===== src/rtl/bmtc_pkg.sv =====
package bmtc_pkg;

  localparam int PHASE_COUNT = 4;
  localparam int PHASE_W = $clog2(PHASE_COUNT);
  localparam int COIL_W = 12;
  localparam int TIME_W = 32;
  localparam int CODE_W = 32;
  localparam int FLASH_W = 16;
  localparam int CFG_IDX_W = 2;
  localparam int CFG_DATA_W = 32;

  localparam logic [FLASH_W-1:0] FLASH_INTERVAL_RST = 16'd125;
  localparam logic [CODE_W-1:0] REMOTE_CLOSE_RST = 32'h02FD807F;
  localparam logic [CODE_W-1:0] REMOTE_OPEN_RST = 32'h02FD40BF;

  localparam logic [COIL_W-1:0] COIL_TABLE [PHASE_COUNT] = '{
    12'd3276, 12'd1638, 12'd819, 12'd2457
  };

  typedef enum logic [2:0] {
    MODE_OPEN       = 3'd0,
    MODE_CLOSE      = 3'd1,
    MODE_AUTO_OPEN  = 3'd2,
    MODE_AUTO_CLOSE = 3'd3,
    MODE_STOP       = 3'd4
  } mode_t;

  typedef enum logic [CFG_IDX_W-1:0] {
    REG_FLASH_INTERVAL = 2'd0,
    REG_REMOTE_CLOSE   = 2'd1,
    REG_REMOTE_OPEN    = 2'd2
  } reg_idx_t;

  typedef struct packed {
    logic [FLASH_W-1:0] flash_interval_ms;
    logic [CODE_W-1:0]  remote_close_code;
    logic [CODE_W-1:0]  remote_open_code;
  } cfg_t;

  typedef struct packed {
    logic [TIME_W-1:0] now_ms;
    logic              close_pressed;
    logic              open_pressed;
    logic              calibrate_pressed;
    logic [CODE_W-1:0] remote_code;
  } item_t;

  typedef struct packed {
    logic [COIL_W-1:0] coil_pattern;
    logic              led_lit;
    logic [2:0]        drive_mode;
    logic              in_calibration;
    logic [TIME_W-1:0] travel_ms;
  } result_t;

endpackage


===== src/rtl/bmtc_if.sv =====
interface bmtc_in_if;
  logic                         valid;
  logic                         ready;
  logic [bmtc_pkg::TIME_W-1:0]  now_ms;
  logic                         close_pressed;
  logic                         open_pressed;
  logic                         calibrate_pressed;
  logic [bmtc_pkg::CODE_W-1:0]  remote_code;

  modport source (output valid, now_ms, close_pressed, open_pressed, calibrate_pressed,
                  remote_code, input ready);
  modport sink (input valid, now_ms, close_pressed, open_pressed, calibrate_pressed,
                remote_code, output ready);
endinterface

interface bmtc_out_if;
  logic                         valid;
  logic                         ready;
  logic [bmtc_pkg::COIL_W-1:0]  coil_pattern;
  logic                         led_lit;
  logic [2:0]                   drive_mode;
  logic                         in_calibration;
  logic [bmtc_pkg::TIME_W-1:0]  travel_ms;

  modport source (output valid, coil_pattern, led_lit, drive_mode, in_calibration,
                  travel_ms, input ready);
  modport sink (input valid, coil_pattern, led_lit, drive_mode, in_calibration,
                travel_ms, output ready);
endinterface


===== src/rtl/bmtc_cfg_regs.sv =====
module bmtc_cfg_regs (
  input  logic                              clk,
  input  logic                              rst_n,
  input  logic                              cfg_we,
  input  logic [bmtc_pkg::CFG_IDX_W-1:0]    cfg_idx,
  input  logic [bmtc_pkg::CFG_DATA_W-1:0]   cfg_wdata,
  output bmtc_pkg::cfg_t                    cfg
);

  bmtc_pkg::cfg_t cfg_r;
  bmtc_pkg::cfg_t cfg_nxt;

  always_comb begin
    cfg_nxt = cfg_r;
    if (cfg_we) begin
      case (cfg_idx)
        bmtc_pkg::REG_FLASH_INTERVAL: begin
          cfg_nxt.flash_interval_ms = cfg_wdata[bmtc_pkg::FLASH_W-1:0];
        end
        bmtc_pkg::REG_REMOTE_CLOSE: begin
          cfg_nxt.remote_close_code = cfg_wdata[bmtc_pkg::CODE_W-1:0];
        end
        bmtc_pkg::REG_REMOTE_OPEN: begin
          cfg_nxt.remote_open_code = cfg_wdata[bmtc_pkg::CODE_W-1:0];
        end
        default: begin
          cfg_nxt = cfg_r;
        end
      endcase
    end
  end

  always_ff @(posedge clk) begin
    if (!rst_n) begin
      cfg_r.flash_interval_ms <= bmtc_pkg::FLASH_INTERVAL_RST;
      cfg_r.remote_close_code <= bmtc_pkg::REMOTE_CLOSE_RST;
      cfg_r.remote_open_code  <= bmtc_pkg::REMOTE_OPEN_RST;
    end else begin
      cfg_r <= cfg_nxt;
    end
  end

  assign cfg = cfg_r;

endmodule


===== src/rtl/bmtc_tick_logic.sv =====
module bmtc_tick_logic (
  input  logic               clk,
  input  logic               rst_n,
  input  logic               advance,
  input  bmtc_pkg::item_t    item,
  input  bmtc_pkg::cfg_t     cfg,
  output bmtc_pkg::result_t  res
);

  logic                                 calib_r, calib_nxt;
  logic                                 led_r, led_nxt;
  logic [bmtc_pkg::TIME_W-1:0]          flash_mark_r, flash_mark_nxt;
  logic                                 prev_cal_r, prev_close_r, prev_open_r;
  logic                                 measuring_r, measuring_nxt;
  logic [bmtc_pkg::TIME_W-1:0]          measure_start_r, measure_start_nxt;
  logic [bmtc_pkg::TIME_W-1:0]          travel_r, travel_nxt;
  bmtc_pkg::mode_t                      mode_r, mode_nxt;
  logic                                 auto_run_r, auto_run_nxt;
  logic [bmtc_pkg::TIME_W-1:0]          auto_start_r, auto_start_nxt;
  logic [bmtc_pkg::PHASE_W-1:0]         phase_r, phase_nxt;
  logic [bmtc_pkg::COIL_W-1:0]          coil_r, coil_nxt;

  logic                                 step_en;
  logic                                 step_fwd;
  bmtc_pkg::mode_t                      mode_a;

  always_comb begin
    calib_nxt         = calib_r;
    led_nxt           = led_r;
    flash_mark_nxt    = flash_mark_r;
    measuring_nxt     = measuring_r;
    measure_start_nxt = measure_start_r;
    travel_nxt        = travel_r;
    mode_a            = mode_r;
    auto_run_nxt      = auto_run_r;
    auto_start_nxt    = auto_start_r;
    phase_nxt         = phase_r;
    coil_nxt          = coil_r;
    step_en           = 1'b0;
    step_fwd          = 1'b0;

    if (item.calibrate_pressed && !prev_cal_r) begin
      calib_nxt = !calib_r;
    end

    if (calib_nxt) begin
      if (flash_mark_r == '0) begin
        flash_mark_nxt = item.now_ms;
      end else if ((item.now_ms - flash_mark_r) >
                   {{(bmtc_pkg::TIME_W-bmtc_pkg::FLASH_W){1'b0}}, cfg.flash_interval_ms}) begin
        led_nxt        = !led_r;
        flash_mark_nxt = '0;
      end
    end else begin
      led_nxt = 1'b0;
    end

    if (item.close_pressed != prev_close_r) begin
      if (calib_nxt) begin
        mode_a = item.close_pressed ? bmtc_pkg::MODE_CLOSE : bmtc_pkg::MODE_STOP;
      end else if (item.close_pressed) begin
        mode_a = bmtc_pkg::MODE_AUTO_CLOSE;
      end
    end

    if (calib_nxt) begin
      if (item.open_pressed) begin
        if (!measuring_r) begin
          measuring_nxt     = 1'b1;
          measure_start_nxt = item.now_ms;
        end
        mode_a = bmtc_pkg::MODE_OPEN;
      end else if (measuring_r) begin
        travel_nxt    = item.now_ms - measure_start_r;
        mode_a        = bmtc_pkg::MODE_STOP;
        measuring_nxt = 1'b0;
        calib_nxt     = 1'b0;
      end
    end else if (item.open_pressed && !prev_open_r) begin
      mode_a = bmtc_pkg::MODE_AUTO_OPEN;
    end

    if (!calib_nxt && (item.remote_code != '0)) begin
      if ((item.remote_code == cfg.remote_close_code) &&
          (mode_a != bmtc_pkg::MODE_AUTO_CLOSE)) begin
        mode_a = bmtc_pkg::MODE_AUTO_CLOSE;
      end else if ((item.remote_code == cfg.remote_open_code) &&
                   (mode_a != bmtc_pkg::MODE_AUTO_OPEN)) begin
        mode_a = bmtc_pkg::MODE_AUTO_OPEN;
      end
    end

    mode_nxt = mode_a;

    case (mode_a)
      bmtc_pkg::MODE_AUTO_OPEN, bmtc_pkg::MODE_AUTO_CLOSE: begin
        step_fwd = (mode_a == bmtc_pkg::MODE_AUTO_OPEN);
        if (!auto_run_r) begin
          auto_run_nxt   = 1'b1;
          auto_start_nxt = item.now_ms;
          step_en        = 1'b1;
        end else if ((item.now_ms - auto_start_r) >= travel_nxt) begin
          auto_run_nxt   = 1'b0;
          auto_start_nxt = '0;
          mode_nxt       = bmtc_pkg::MODE_STOP;
        end else begin
          step_en = 1'b1;
        end
      end
      bmtc_pkg::MODE_OPEN: begin
        step_en  = 1'b1;
        step_fwd = 1'b1;
      end
      bmtc_pkg::MODE_CLOSE: begin
        step_en  = 1'b1;
        step_fwd = 1'b0;
      end
      default: begin
        coil_nxt = '0;
      end
    endcase

    if (step_en) begin
      coil_nxt  = bmtc_pkg::COIL_TABLE[phase_r];
      phase_nxt = step_fwd ? phase_r + 1'b1 : phase_r - 1'b1;
    end
  end

  always_ff @(posedge clk) begin
    if (!rst_n) begin
      calib_r         <= 1'b0;
      led_r           <= 1'b0;
      flash_mark_r    <= '0;
      prev_cal_r      <= 1'b0;
      prev_close_r    <= 1'b0;
      prev_open_r     <= 1'b0;
      measuring_r     <= 1'b0;
      measure_start_r <= '0;
      travel_r        <= '0;
      mode_r          <= bmtc_pkg::MODE_STOP;
      auto_run_r      <= 1'b0;
      auto_start_r    <= '0;
      phase_r         <= '0;
      coil_r          <= '0;
    end else if (advance) begin
      calib_r         <= calib_nxt;
      led_r           <= led_nxt;
      flash_mark_r    <= flash_mark_nxt;
      prev_cal_r      <= item.calibrate_pressed;
      prev_close_r    <= item.close_pressed;
      prev_open_r     <= item.open_pressed;
      measuring_r     <= measuring_nxt;
      measure_start_r <= measure_start_nxt;
      travel_r        <= travel_nxt;
      mode_r          <= mode_nxt;
      auto_run_r      <= auto_run_nxt;
      auto_start_r    <= auto_start_nxt;
      phase_r         <= phase_nxt;
      coil_r          <= coil_nxt;
    end
  end

  always_comb begin
    res.coil_pattern   = coil_nxt;
    res.led_lit        = led_nxt;
    res.drive_mode     = mode_nxt;
    res.in_calibration = calib_nxt;
    res.travel_ms      = travel_nxt;
  end

endmodule


===== src/rtl/blind_motor_travel_controller.sv =====
// Flow: a beat accepted at a clock edge is held in the input register; its result is
// captured in the result register once the output slot is free, and then offered.
// Throughput: one beat per cycle unless out_ch stalls; input and result registers
// form a two-stage pipeline, and the tick logic between them updates control state.
// Reset: synchronous and active low; it empties both stages, restores the register
// defaults and returns the control state to stop with the calibration mode off.
module blind_motor_travel_controller (
  input  logic                              clk,
  input  logic                              rst_n,
  bmtc_in_if.sink                           in_ch,
  bmtc_out_if.source                        out_ch,
  input  logic                              cfg_we,
  input  logic [bmtc_pkg::CFG_IDX_W-1:0]    cfg_idx,
  input  logic [bmtc_pkg::CFG_DATA_W-1:0]   cfg_wdata
);

  bmtc_pkg::cfg_t     cfg;
  bmtc_pkg::item_t    item_r;
  bmtc_pkg::result_t  res;
  bmtc_pkg::result_t  res_r;
  logic               in_v_r, in_v_nxt;
  logic               out_v_r, out_v_nxt;
  logic               advance;
  logic               in_rdy;

  bmtc_cfg_regs u_cfg (
    .clk       (clk),
    .rst_n     (rst_n),
    .cfg_we    (cfg_we),
    .cfg_idx   (cfg_idx),
    .cfg_wdata (cfg_wdata),
    .cfg       (cfg)
  );

  bmtc_tick_logic u_tick (
    .clk     (clk),
    .rst_n   (rst_n),
    .advance (advance),
    .item    (item_r),
    .cfg     (cfg),
    .res     (res)
  );

  assign advance = in_v_r && (!out_v_r || out_ch.ready);
  assign in_rdy  = !in_v_r || advance;

  always_comb begin
    in_v_nxt = in_rdy ? in_ch.valid : in_v_r;
    if (advance) begin
      out_v_nxt = 1'b1;
    end else if (out_ch.ready) begin
      out_v_nxt = 1'b0;
    end else begin
      out_v_nxt = out_v_r;
    end
  end

  always_ff @(posedge clk) begin
    if (!rst_n) begin
      in_v_r  <= 1'b0;
      out_v_r <= 1'b0;
    end else begin
      in_v_r  <= in_v_nxt;
      out_v_r <= out_v_nxt;
    end
  end

  always_ff @(posedge clk) begin
    if (in_ch.valid && in_rdy) begin
      item_r.now_ms            <= in_ch.now_ms;
      item_r.close_pressed     <= in_ch.close_pressed;
      item_r.open_pressed      <= in_ch.open_pressed;
      item_r.calibrate_pressed <= in_ch.calibrate_pressed;
      item_r.remote_code       <= in_ch.remote_code;
    end
    if (advance) begin
      res_r <= res;
    end
  end

  assign in_ch.ready           = in_rdy;
  assign out_ch.valid          = out_v_r;
  assign out_ch.coil_pattern   = res_r.coil_pattern;
  assign out_ch.led_lit        = res_r.led_lit;
  assign out_ch.drive_mode     = res_r.drive_mode;
  assign out_ch.in_calibration = res_r.in_calibration;
  assign out_ch.travel_ms      = res_r.travel_ms;

endmodule

===== src/flat_wrapper.sv =====
// flat-port wrapper written by rule: the top's interface ports become plain ports
module blind_motor_travel_controller_flat 
  (clk, rst_n, cfg_we, cfg_idx, cfg_wdata, in_ch_valid, in_ch_now_ms, in_ch_close_pressed, in_ch_open_pressed, in_ch_calibrate_pressed, in_ch_remote_code, in_ch_ready, out_ch_valid, out_ch_coil_pattern, out_ch_led_lit, out_ch_drive_mode, out_ch_in_calibration, out_ch_travel_ms, out_ch_ready);
  bmtc_in_if in_ch_i ();
  bmtc_out_if out_ch_i ();
  input  logic clk;
  input  logic rst_n;
  input  logic cfg_we;
  input  logic [bmtc_pkg::CFG_IDX_W-1:0] cfg_idx;
  input  logic [bmtc_pkg::CFG_DATA_W-1:0] cfg_wdata;
  input wire logic [$bits(in_ch_i.valid)-1:0] in_ch_valid;
  input wire logic [$bits(in_ch_i.now_ms)-1:0] in_ch_now_ms;
  input wire logic [$bits(in_ch_i.close_pressed)-1:0] in_ch_close_pressed;
  input wire logic [$bits(in_ch_i.open_pressed)-1:0] in_ch_open_pressed;
  input wire logic [$bits(in_ch_i.calibrate_pressed)-1:0] in_ch_calibrate_pressed;
  input wire logic [$bits(in_ch_i.remote_code)-1:0] in_ch_remote_code;
  output wire logic [$bits(in_ch_i.ready)-1:0] in_ch_ready;
  output wire logic [$bits(out_ch_i.valid)-1:0] out_ch_valid;
  output wire logic [$bits(out_ch_i.coil_pattern)-1:0] out_ch_coil_pattern;
  output wire logic [$bits(out_ch_i.led_lit)-1:0] out_ch_led_lit;
  output wire logic [$bits(out_ch_i.drive_mode)-1:0] out_ch_drive_mode;
  output wire logic [$bits(out_ch_i.in_calibration)-1:0] out_ch_in_calibration;
  output wire logic [$bits(out_ch_i.travel_ms)-1:0] out_ch_travel_ms;
  input wire logic [$bits(out_ch_i.ready)-1:0] out_ch_ready;
  assign in_ch_i.valid = in_ch_valid;
  assign in_ch_i.now_ms = in_ch_now_ms;
  assign in_ch_i.close_pressed = in_ch_close_pressed;
  assign in_ch_i.open_pressed = in_ch_open_pressed;
  assign in_ch_i.calibrate_pressed = in_ch_calibrate_pressed;
  assign in_ch_i.remote_code = in_ch_remote_code;
  assign in_ch_ready = in_ch_i.ready;
  assign out_ch_valid = out_ch_i.valid;
  assign out_ch_coil_pattern = out_ch_i.coil_pattern;
  assign out_ch_led_lit = out_ch_i.led_lit;
  assign out_ch_drive_mode = out_ch_i.drive_mode;
  assign out_ch_in_calibration = out_ch_i.in_calibration;
  assign out_ch_travel_ms = out_ch_i.travel_ms;
  assign out_ch_i.ready = out_ch_ready;
  blind_motor_travel_controller u_core (.clk(clk), .rst_n(rst_n), .in_ch(in_ch_i), .out_ch(out_ch_i), .cfg_we(cfg_we), .cfg_idx(cfg_idx), .cfg_wdata(cfg_wdata));
endmodule

===== config.mk =====
export PLATFORM = sky130hd
export DESIGN_NAME = blind_motor_travel_controller_flat
export DESIGN_NICKNAME = d
export VERILOG_FILES = /design/src/rtl/bmtc_pkg.sv /design/src/rtl/bmtc_if.sv /design/src/rtl/bmtc_cfg_regs.sv /design/src/rtl/bmtc_tick_logic.sv /design/src/rtl/blind_motor_travel_controller.sv /design/src/flat_wrapper.sv
export SDC_FILE = /design/constraint.sdc
export NUM_CORES = 1
export LEC_CHECK = 0
export BUFFER_PORTS_ARGS = -buffer_cell sky130_fd_sc_hd__buf_2
export CELL_PAD_IN_SITES_DETAIL_PLACEMENT = 1
export CELL_PAD_IN_SITES_GLOBAL_PLACEMENT = 2
export CORE_MARGIN = 3
export CORE_UTILIZATION = 38
export CTS_CLUSTER_DIAMETER = 40
export CTS_CLUSTER_SIZE = 8
export DETAILED_ROUTE_END_ITERATION = 12
export HOLD_SLACK_MARGIN = 0.12
export PLACE_DENSITY = 0.81
export SETUP_SLACK_MARGIN = 0.3
export SLEW_MARGIN = 20
export SYNTH_ARGS = -nofsm -noshare
export SYNTH_HDL_FRONTEND = slang
export SYNTH_SLANG_ARGS = --single-unit

===== constraint.sdc =====
create_clock -name clk -period 7.1 [get_ports clk]
set_input_delay 0.71 -clock clk [delete_from_list [all_inputs] [get_ports clk]]
set_output_delay 0.71 -clock clk [all_outputs]
set_load 0.05 [all_outputs]

==> metrics <==
largest net degree at the start of global routing=a little under 90; CP required=between 7000 and 8000 ps; area of the multi-input gates=roughly 0.011 sq mm; crit path capture type=register; status=complete, no violations; ranking of synthesized cells by area=dfxtp_1, edfxtp_1, ha_1, nand2_1, a21oi_1; die height=about 240 um; Routed WL=around 65 mm; crit-path max cell delay=510 ps; Post-Layout Cell Count=~3200; Final Hold Fails=0; die width=235 um; number of global-route vias before repair=about 18000; setup violators final=0; Inserted Diodes=0; DRT Pass-1 Iters=5; gr usage total=roughly 23%; Post-synth EDFFs=between 100 and 150; cell area after synthesis=roughly 0.020 sq mm; Seq/Total Area, Yosys=roughly two fifths; # Post-CTS Setup Buffers=0; starting density of the core=38.7%; net count of the mapped netlist=between 2000 and 3000; clk_skew=between 10 and 15 ps; cell accounting for the most synthesized area=dfxtp_1; final slew viol count=0; Buffers on Ports=around 160; Storage cell area=0.00817 sq mm; dominant synthesized flop cell=dfxtp_1; post-layout power=around 7000 uW; row count=83; kind of critical path=reg2reg; Sinks on Clock Net=350; gpl congestion=about 0.87; # IOs=roughly 160; CTS Buf Count=71; WP data arrival=slightly below 7000 ps; worst path cell trace=inv_1, ha_1, inv_1, fa_1, a21o_1, a31o_2, a2111oi_0, buf_4, nor4b_1, o21bai_1, a21oi_1, o21a_1, o311a_1, or4_1, and3_1, ha_1, nand3_1, a31oi_1, or4_1, o211ai_1, buf_4, nand2_1, o22ai_1; Reg clk slew, reported paths=50 ps; cells after synthesis=2278; die area=0.0554 sq mm; Leak=about 0.0091 uW; fmax=between 0.15 and 0.2 GHz; M1 GR Usage=28.9%; first-pass GRT wire length=around 100 mm; Final Util=between 40% and 50%; clk_lat worst skew=600 ps; top cell type's share of synthesized area=around a quarter; synthesized area per cell=a little under 9 sq um; maximum net fanout on the critical path=17; CTS tree=built; YS warnings=0; gr busiest metal=met2; Fill cells=between 5000 and 6000; Syn-to-layout area delta=19.3%; Nets=around 2700; core area=roughly 0.052 sq mm; clock root cell=clkbuf_16; TNS Setup=0 ps; post-synthesis register bit count=350; fin crit period=6290 ps; CTS H-tree depth=3; Post-DRT Antenna Nets=0; Worst path slowest cell=a2111oi_0; met3 usage=3.51%; Peak VDD IR=~0.00018 V; global-route met2 utilization=about two fifths; number of cells after detailed placement=roughly 3000; Tcrit/Tclk final=about 89%; max-cap check violation count=0; Iteration-0 DRC Markers=between 900 and 1000; antenna violations before repair=1; tightest slew margin relative to the limit=29.8%; CTS Hold Bufs=0; post-DP HPWL=between 40 and 50 mm; share of layout cells above drive strength 1=roughly 14%; Hold Worst Slack=roughly 290 ps; Slew @ Worst Pin=1050 ps; via count=approximately 18000; gr ovfl total=0; ys async rst share=0%; vias per cell=approximately 5.5; WL/cell=a little over 20 um; unrepaired setup endpoints after global routing=no; drc violations=0; Max Root-Sink Buffers=3; Hold Crit Class=in2reg; power per cell area=between 200 and 300 mW/mm^2; startpoint types=register; library cells used by synthesis=86
## cells in the mapped netlist, types with 32 or more instances
cell type,count
o21ai_0,64
nand4_1,71
nand2_1,363
a32o_1,32
clkbuf_1,80
a21oi_1,205
dfxtp_1,234
inv_1,156
a31oi_1,45
edfxtp_1,116
ha_1,141
a21o_1,58
xnor2_1,105
xor2_1,32
nand3_1,89
nor2_1,108
## placed cells by master (no fill, tap or decap), types with 11 or more instances in the layout
master / Yosys / layout
a211oi_1: 26 / 26
a21o_1: 58 / 58
a21oi_1: 205 / 204
a31oi_1: 45 / 45
a32o_1: 32 / 32
and3_1: 17 / 17
buf_2: 5 / 155
buf_4: 2 / 30
bufinv_16: 0 / 11
clkbuf_1: 80 / 18
clkbuf_16: 0 / 73
dfxtp_1: 234 / 234
edfxtp_1: 116 / 116
ha_1: 141 / 141
inv_1: 156 / 156
mux2i_1: 26 / 26
nand2_1: 363 / 363
nand2b_1: 12 / 12
nand3_1: 89 / 89
nand4_1: 71 / 71
nor2_1: 108 / 105
nor2b_1: 14 / 14
nor3_1: 26 / 24
nor4_1: 23 / 22
o211ai_1: 23 / 23
o21a_1: 25 / 25
o21ai_0: 64 / 64
o22ai_1: 17 / 17
or3_1: 15 / 15
xnor2_1: 105 / 105
xor2_1: 32 / 31
## through the flow
step | area (sq um) | worst slack (ps)
final | 23900 | 813
after global routing | 23900 | 383
after CTS | 23800 | 577
after detailed placement | 21400 | 606
after global placement | 21400 | 910
after floorplan | 20000 | 1170
## routing by layer
metal,share of wire (%),up-vias
met5,0,-
met3,3.4,103
met4,2.2,0
met1,45,8681
met2,50,287
li1,-,8483
## layout make-up
class | instances | area share, %
Clock inverter | 35 | 2.20
Sequential cell | 350 | 34.2
Multi-Input combinational cell | 1664 | 45.2
Inverter | 158 | 2.50
Tap cell | 680 | 3.57
Timing Repair Buffer | 185 | 4.20
Clock buffer | 94 | 8.11
## where the power goes
group / leakage (uW) / switching, uW / internal [uW] / total [uW]
Combinational: 0.00488 / 812 / 433 / 1250
Clock: 0.00119 / 1130 / 2320 / 3450
Sequential: 0.00303 / 89.6 / 2180 / 2270
Total: 0.00910 / 2030 / 4940 / 6970
## critical path: cells and delay by family (launching register included)
family	cells	cell delay (ps)
DFF	1	430
AOI/OAI and AO/OA	10	2520
and+or+nand+nor	6	1660
buffers and inverters	4	710
adders and majority gates	3	850
## path summary, 6_finish.rpt
kind | from | endpoint | slack, ps | depth (start not counted)
setup reg to reg | u_core.item_r[35] | u_core.u_tick.coil_r[10] | 810 | 23
hold / removal | in_ch_remote_code[18] | u_core.item_r[18] | 290 | 1
setup / recovery | u_core.item_r[35] | u_core.u_tick.coil_r[10] | 810 | 23
hold reg to reg | u_core.u_cfg.cfg[65] | u_core.u_cfg.cfg[65] | 450 | 2
## sequential cells by signal, summed over array words and instances, names as in the netlist, 2 cells and up
signal / flops
u_core.item_r: 67
u_core.out_ch.coil_pattern: 12
u_core.out_ch.drive_mode: 3
u_core.out_ch.travel_ms: 32
u_core.u_cfg.cfg: 80
u_core.u_tick.auto_start_r: 32
u_core.u_tick.coil_r: 12
u_core.u_tick.flash_mark_r: 32
u_core.u_tick.measure_start_r: 32
u_core.u_tick.mode_r: 3
u_core.u_tick.phase_r: 2
u_core.u_tick.travel_r: 32
## cells by family after synthesis
group | count (synthesis) | share of synthesized area, %
AND/OR/NAND/NOR | 775 | 17.8
AO/OA/AOI/OAI | 576 | 19.0
flip-flops | 350 | 40.9
buffers and inverters | 264 | 5.54
adder cells (fa/ha/maj) | 144 | 9.13
XOR/XNOR | 137 | 6.00
multiplexers | 32 | 1.64
## what timing repair did
item,CTS,global route
hold endpoints to repair,0,0
gates resized for setup,0,2
endpoints found under the setup margin,0,40
No activity file was read; power rests on OpenSTA's default activity.
